<file path="config.mk">
export PLATFORM = sky130hd
export DESIGN_NAME = lms_cell
export DESIGN_NICKNAME = d
export VERILOG_FILES = /design/src/hw/rtl/lms_pkg.sv /design/src/hw/rtl/lms_cell.sv
export SDC_FILE = /design/constraint.sdc
export NUM_CORES = 1
export LEC_CHECK = 0
export BUFFER_PORTS_ARGS = -buffer_cell sky130_fd_sc_hd__buf_2
export CAP_MARGIN = 20
export CORE_ASPECT_RATIO = 1.5
export CORE_MARGIN = 3
export CORE_UTILIZATION = 31
export CTS_CLUSTER_SIZE = 28
export DETAILED_ROUTE_END_ITERATION = 8
export MAX_ROUTING_LAYER = met4
export SETUP_SLACK_MARGIN = 0.2
export SYNTH_ARGS = -nofsm -noshare
export SYNTH_HDL_FRONTEND = slang
export SYNTH_SLANG_ARGS = --single-unit
export TNS_END_PERCENT = 100
</file>
<file path="constraint.sdc">
create_clock -name clk -period 3.5 [get_ports clk]
set_input_delay 0 -clock clk [delete_from_list [all_inputs] [get_ports clk]]
set_output_delay 0 -clock clk [all_outputs]
set_load 0.005 [all_outputs]
</file>
<file path="src/hw/rtl/lms_pkg.sv">
// lms_pkg: shared types and widths for the list median selector
// no dependencies; imported by the interfaces, the cell and the top level

package lms_pkg;

	localparam int SAMPLE_W = 32;
	localparam int MED_W    = 33;
	localparam int COUNT_W  = 7;

	typedef logic signed [SAMPLE_W-1:0] sample_t;
	typedef logic signed [MED_W-1:0]    median_t;
	typedef logic [COUNT_W-1:0]         count_t;

	// command broadcast from the controller to every cell
	typedef struct packed {
		logic ins;   // insert the current sample in sorted order
		logic shl;   // move every value one cell toward cell 0
		logic clr;   // drop all held values
	} cell_cmd_t;

endpackage

</file>
<file path="src/hw/rtl/lms_cell.sv">
// lms_cell: one slot of the sorted insertion chain
// depends on lms_pkg; instantiated in a row by list_median_select

module lms_cell
	import lms_pkg::*;
(
	input  logic      clk,
	input  logic      arst_n,
	input  cell_cmd_t cmd,
	input  sample_t   sample,
	input  logic      left_valid,
	input  logic      left_gt,
	input  sample_t   left_val,
	input  sample_t   right_val,
	output logic      valid,
	output logic      gt,
	output sample_t   val
);

	logic    valid_q;
	sample_t val_q;

	// empty slots count as greater so the new sample lands at the end
	assign gt    = !valid_q || (val_q > sample);
	assign valid = valid_q;
	assign val   = val_q;

	always_ff @(posedge clk or negedge arst_n) begin
		if (!arst_n) begin
			valid_q <= 1'b0;
		end else if (cmd.clr) begin
			valid_q <= 1'b0;
		end else if (cmd.ins) begin
			valid_q <= valid_q | left_valid;
		end
	end

	always_ff @(posedge clk) begin
		if (cmd.ins && gt) begin
			val_q <= left_gt ? left_val : sample;
		end else if (cmd.shl) begin
			val_q <= right_val;
		end
	end

endmodule

</file>
After elaboration in Yosys (flattened, before gate mapping)

Index checks and enable logic that the tools add are counted.

Bits of input ports: 103
Output and inout bits: 34
Word-level logic and storage cells: 14
Flip-flop bits (word level): 33

Reduce and logical (&&, ||, !) cells: 5
Muxes and demuxes: 5
Bitwise gates (word level): 1
$lt $le $gt $ge: 1

Operator list:

| operator          | count |
|---|---|
| $mux 32           | 3 |
| $gt 32x32->1      | 1 |
| $reduce_bool 2->1 | 2 |
| $mux 1            | 2 |
| $logic_and 1x1->1 | 1 |
| $logic_not 1->1   | 1 |
| $logic_or 1x1->1  | 1 |
| $or 1x1->1        | 1 |

Longest topological paths before layout

Word-level depth: 4
Depth in mapped cells: 10
Mapped depth without buffers: 9

Least setup slack after synthesis

Ideal clock, no wire load.

Kind: reg2reg
From: register val_q[31] (netlist: val[31])
To: register val_q[0] (netlist: val[0]), enable pin
Setup time: 0.330 ns
Path slack: 0.333 ns
Stages on the path, launching flop included: 10
Buffers on the path: 1
Clock period less this slack: 3.167 ns
Arrival time: 2.837 ns
Cells stage by stage: edfxtp_1 > ha_1 > nand4_1 > or4_4 > nand2b_4 > and3_4 > a2bb2oi_2 > o311ai_4 > buf_6 > or2_2

Cells in the longest elaborated chain, start to end: 4

RTL lines:

| item                               | line           | source |
|---|---|---|
| start, declared                    | lms_cell.sv:21 | `sample_t val_q;` |
| start signal, assigned             | lms_cell.sv:40 | `val_q <= left_gt ? left_val : sample;` |
| start signal, assigned             | lms_cell.sv:42 | `val_q <= right_val;` |
| $gt 32x32->1                       | lms_cell.sv:24 | `assign gt = !valid_q \|\| (val_q > sample);` |
| $logic_or 1x1->1                   | lms_cell.sv:24 |  |
| $logic_and 1x1->1                  | lms_cell.sv:39 | `if (cmd.ins && gt) begin` |
| $reduce_bool 2->1 (no source line) | --             |  |

Every way passes these cells.
A chain may end at the register's enable or synchronous reset.

Worst setup path after layout

From: register val_q[31] (netlist: val[31])
To: register val_q[31] (netlist: val[31]), data pin

Cells in the longest elaborated chain, start to end: 4

RTL lines:

| item              | line |
|---|---|
| $gt 32x32->1      | lms_cell.sv:24 |
| $logic_or 1x1->1  | lms_cell.sv:24 |
| $logic_and 1x1->1 | lms_cell.sv:39 |
| $mux 32           | lms_cell.sv:39 |

Every way passes these cells.

==> results.txt <==
----------------------------------------------------
[Outcome]
  Outcome ... completed

[Pwr]
  Clock Power Share ... 0.325
  Pwr Density ... 473.3 nW/um^2
  Internal ... 1.262 mW
  Max VDD drop ... 0.2286 mV
  Fraction of power spent switching nets ... 0.2798
  Sequential cell fraction of total power ... 0.335
  Share of total power in combinational logic ... 0.341
  Switch Pwr ... 0.4902 mW
  P_leak ... 1.919 nW

[Setup path]
  R2r setup slk ... 0.43 ns
  Type of element capturing the critical path ... flip-flop
  Reg2reg start ... val[31]$_DFFE_PP_
  Number of cells on the worst reg-to-reg path ... 8
  Worst Setup Path Type ... reg -> reg
  Worst path arrival time ... 3.09 ns
  Required time of the critical path ... 3.53 ns
  Startpoint kind of the worst setup timing path ... flip-flop
  Worst R2R End ... val[31]$_DFFE_PP_
  Largest fanout of any net on the critical path ... 32

[Logic synthesis]
  Main combinational cell family by area after synthesis ... multiplexers
  Number of warning messages in the yosys log ... 0
  Synthesized-area fraction occupied by adder cells ... 0.1477
  Share of synthesized cell area in and, or, nand and nor gates ... 0.1090
  Complex-gate fraction of the synthesized area ... 0.1311
  Proportion of synthesized chip area in sequential cells ... 0.3638
  Total standard cell area after synthesis ... 2710 sq um
  Number of nets produced by synthesis ... 401
  Multiplexer share of the synthesized area ... 0.1773
  Post-synthesis share of cell area spent on xor and xnor gates ... 0
  Post-synthesis average cell area ... 10.19 sq um
  Flip-flop and latch count after synthesis ... 33
  Number of distinct standard cells referenced by the synthesized netlist ... 31
  Cell count after synthesis ... 266

[Hold path]
  Hold path startpoint ... right_val[27]
  Hold EP ... val[27]$_DFFE_PP_
  Worst hold path cell count ... 2
  Path type of the worst min-delay path ... in -> reg

[STA]
  Unrepaired setup endpoints after global routing ... false
  Total of endpoints with negative setup slack in the final report ... 0
  Post-route setup TNS ... 0 ns
  Final period util ... 0.8768
  Max-slew headroom ... 0.3896
  Final Hold Slack ... 0.02215 ns
  Fin. max-slew vios ... 0
  Max Freq ... 325.9 MHz
  Clk_skew ... 0.005840 ns
  Final critical-path required period ... 3.069 ns
  Final hold violation count ... 0
  Transition at the pin with the smallest max-transition slack ... 0.9157 ns

[Global routing]
  GRT overflow ... 0
  Wire length of the first global-routing pass ... 11.12 mm
  Via count of the first global-routing pass ... 2447
  Total Routing Usage GR ... 0.1501
  Maximum number of pins on one net before global-route repair ... 64
  Number of antenna violations at the first check in global routing ... 0

[Route]
  Number of remaining DRC errors ... 0
  Vias after detailed routing ... 2421
  Detailed-route wire length per cell ... 14.00 um
  Count of antenna-violating nets left after detailed routing ... 0
  Initial detailed-routing violation count ... 50
  Average vias per placed instance ... 4.738
  First-pass DRT Iterations ... 4
  Total Wirelength ... 7.153 mm

[Die]
  Area of the core ... 8464 sq um
  Floorplan die height ... 120.5 um
  I/O pins ... 137
  Initial cell density of the core ... 0.3202
  Die outline area ... 9923 sq um
  Chip Width ... 82.34 um
  Placement row count ... 41

[Clock tree]
  Number of buffers added by the clock tree synthesis step ... 5
  Max clock buf depth ... 2
  Deepest level of the CTS H-tree ... 2
  Post-CTS Setup Bufs ... 0
  Clock latency of the later-clocked register in the worst-skew pair ... 0.28 ns
  Clock sink total ... 33
  Cell at the root of the clock tree ... sky130_fd_sc_hd__clkbuf_16
  Post-CTS clock slew at the launch and capture registers of the worst setup and hold paths ... 0.06 ns
  TritonCTS clock tree ... yes

[Flow run]
  Number of maximum-capacitance violations ... 0

[Place]
  GP Congestion ... 0.8385
  Placed wire-length estimate ... 5.724 mm
  I/O Buffers ... 136

[Cells and area]
  Net total in the final layout ... 538
  Antenna cells ... 0
  Ratio of cells with drive above 1 in the final layout ... 0.4579
  Layout overhead on the synthesized area ... 36.57%

----------------------------------------------------
power groups by stage:
stage          clock (mW)  sequential [mW]  combinational, mW
2_1_floorplan           0            0.597              0.378
3_3_place_gp            0            0.591              0.587
3_5_place_dp            0            0.596              0.599
4_1_cts             0.582            0.589              0.604
5_1_grt             0.593            0.598              0.673
6_report            0.569            0.586              0.597
layout by cell type, fill, tap and decap left out, types with 2 or more instances in the layout:
master	netlist	layout
sky130_fd_sc_hd__ha_1	32	32
sky130_fd_sc_hd__mux2_4	29	29
sky130_fd_sc_hd__clkbuf_16	0	5
sky130_fd_sc_hd__inv_1	35	35
sky130_fd_sc_hd__o21ai_0	35	35
sky130_fd_sc_hd__o211ai_1	2	2
sky130_fd_sc_hd__dlygate4sd3_1	0	3
sky130_fd_sc_hd__nor3_1	3	3
sky130_fd_sc_hd__nand3_1	3	3
sky130_fd_sc_hd__a21oi_1	17	17
sky130_fd_sc_hd__bufinv_16	0	2
sky130_fd_sc_hd__nand4_1	8	8
sky130_fd_sc_hd__mux2_2	4	4
sky130_fd_sc_hd__edfxtp_1	32	32
sky130_fd_sc_hd__buf_2	1	136
sky130_fd_sc_hd__nand2_1	40	40
worst max-delay path, cell delays in order (launching register included):
cell	delay, ns
sky130_fd_sc_hd__edfxtp_1	0.39
sky130_fd_sc_hd__ha_1	0.43
sky130_fd_sc_hd__nand4_1	0.18
sky130_fd_sc_hd__or4_4	0.57
sky130_fd_sc_hd__nor3_1	0.23
sky130_fd_sc_hd__o21ai_1	0.14
sky130_fd_sc_hd__o311ai_4	0.12
sky130_fd_sc_hd__buf_8	0.36
sky130_fd_sc_hd__mux2_2	0.38
cells in the mapped netlist:
cell,number,area [sq um]
sky130_fd_sc_hd__or4_4,1,11.26
sky130_fd_sc_hd__nand4_1,8,50.05
sky130_fd_sc_hd__dfrtp_1,1,25.02
sky130_fd_sc_hd__and3_4,1,11.26
sky130_fd_sc_hd__o21ai_1,1,5.000
sky130_fd_sc_hd__nand3_1,3,15.01
sky130_fd_sc_hd__o311ai_4,1,26.28
sky130_fd_sc_hd__a21oi_1,17,85.08
sky130_fd_sc_hd__a21bo_2,1,10.01
sky130_fd_sc_hd__ha_1,32,400.4
sky130_fd_sc_hd__inv_1,35,131.4
sky130_fd_sc_hd__or3_1,1,6.260
sky130_fd_sc_hd__o21a_1,1,7.510
sky130_fd_sc_hd__buf_6,3,33.78
sky130_fd_sc_hd__edfxtp_1,32,960.9
sky130_fd_sc_hd__a2bb2oi_2,1,15.01
sky130_fd_sc_hd__nor4_1,1,6.260
sky130_fd_sc_hd__o211ai_1,2,15.01
sky130_fd_sc_hd__nor3_1,3,15.01
sky130_fd_sc_hd__mux2_4,29,435.4
sky130_fd_sc_hd__nor2b_1,1,6.260
sky130_fd_sc_hd__nand2b_4,1,13.76
sky130_fd_sc_hd__a221oi_1,1,8.760
sky130_fd_sc_hd__nor2_1,1,3.750
sky130_fd_sc_hd__mux2_2,4,45.04
sky130_fd_sc_hd__or2_2,1,6.260
sky130_fd_sc_hd__a21o_1,1,7.510
sky130_fd_sc_hd__buf_2,1,5.000
sky130_fd_sc_hd__clkbuf_1,6,22.52
sky130_fd_sc_hd__o21ai_0,35,175.2
sky130_fd_sc_hd__nand2_1,40,150.1
cell families after synthesis:
kind of cell,after synthesis
compound gates,61
fa+ha+maj,32
buf+inv,45
flops,33
mux,33
simple gates,62
flip-flops by register name (all words and copies together), names as in the netlist:
signal / flops
val: 32
valid: 1
worst max path at each step:
stage	start	end	slack [ns]	cells past startpoint
detailed placement	val[31]$_DFFE_PP_	val[31]$_DFFE_PP_	0.22	8
floorplan	val[31]$_DFFE_PP_	val[0]$_DFFE_PP_	0.33	9
CTS	val[31]$_DFFE_PP_	val[31]$_DFFE_PP_	0.21	8
global route	val[31]$_DFFE_PP_	val[31]$_DFFE_PP_	0.20	8
finish	val[31]$_DFFE_PP_	val[31]$_DFFE_PP_	0.43	8
global placement	val[31]$_DFFE_PP_	val[0]$_DFFE_PP_	0.36	8
metal layers:
layer,up-vias,wire length [um],track usage
li1,1230,-,-
met2,86,3830,0.2761
met1,1096,2727,0.1594
met5,-,0,-
met3,9,470,0.02832
met4,0,125,0.03846
what timing repair did:
item	4_1_cts	5_1_grt
hold endpoints to repair	2	0
hold buffers	3	0
setup endpoints to repair	0	64
resized for setup	0	4
final cells by class:
cell class	instances	area, sq um
Clock buffer	5	125.1
Clock inverter	3	65.06
Fill cell	877	4763
Inverter	35	131.4
Multi-Input combinational cell	188	1534
Sequential cell	33	985.9
Tap cell	107	133.9
Timing Repair Buffer	140	725.7
metrics by stage:
step | std cells | setup slack, ns | util | power [mW] | cell area (sq um)
CTS | 511 | 0.2072 | 0.4361 | 1.775 | 3691
global route | 511 | 0.2037 | 0.4373 | 1.863 | 3701
global placement | 500 | 0.3607 | 0.4101 | 1.178 | 3471
finish | 511 | 0.4312 | 0.4373 | 1.752 | 3701
detailed placement | 500 | 0.2250 | 0.4101 | 1.194 | 3471
floorplan | 266 | 0.3334 | - | 0.9753 | 2710
Power figures use the tool's default switching activity.
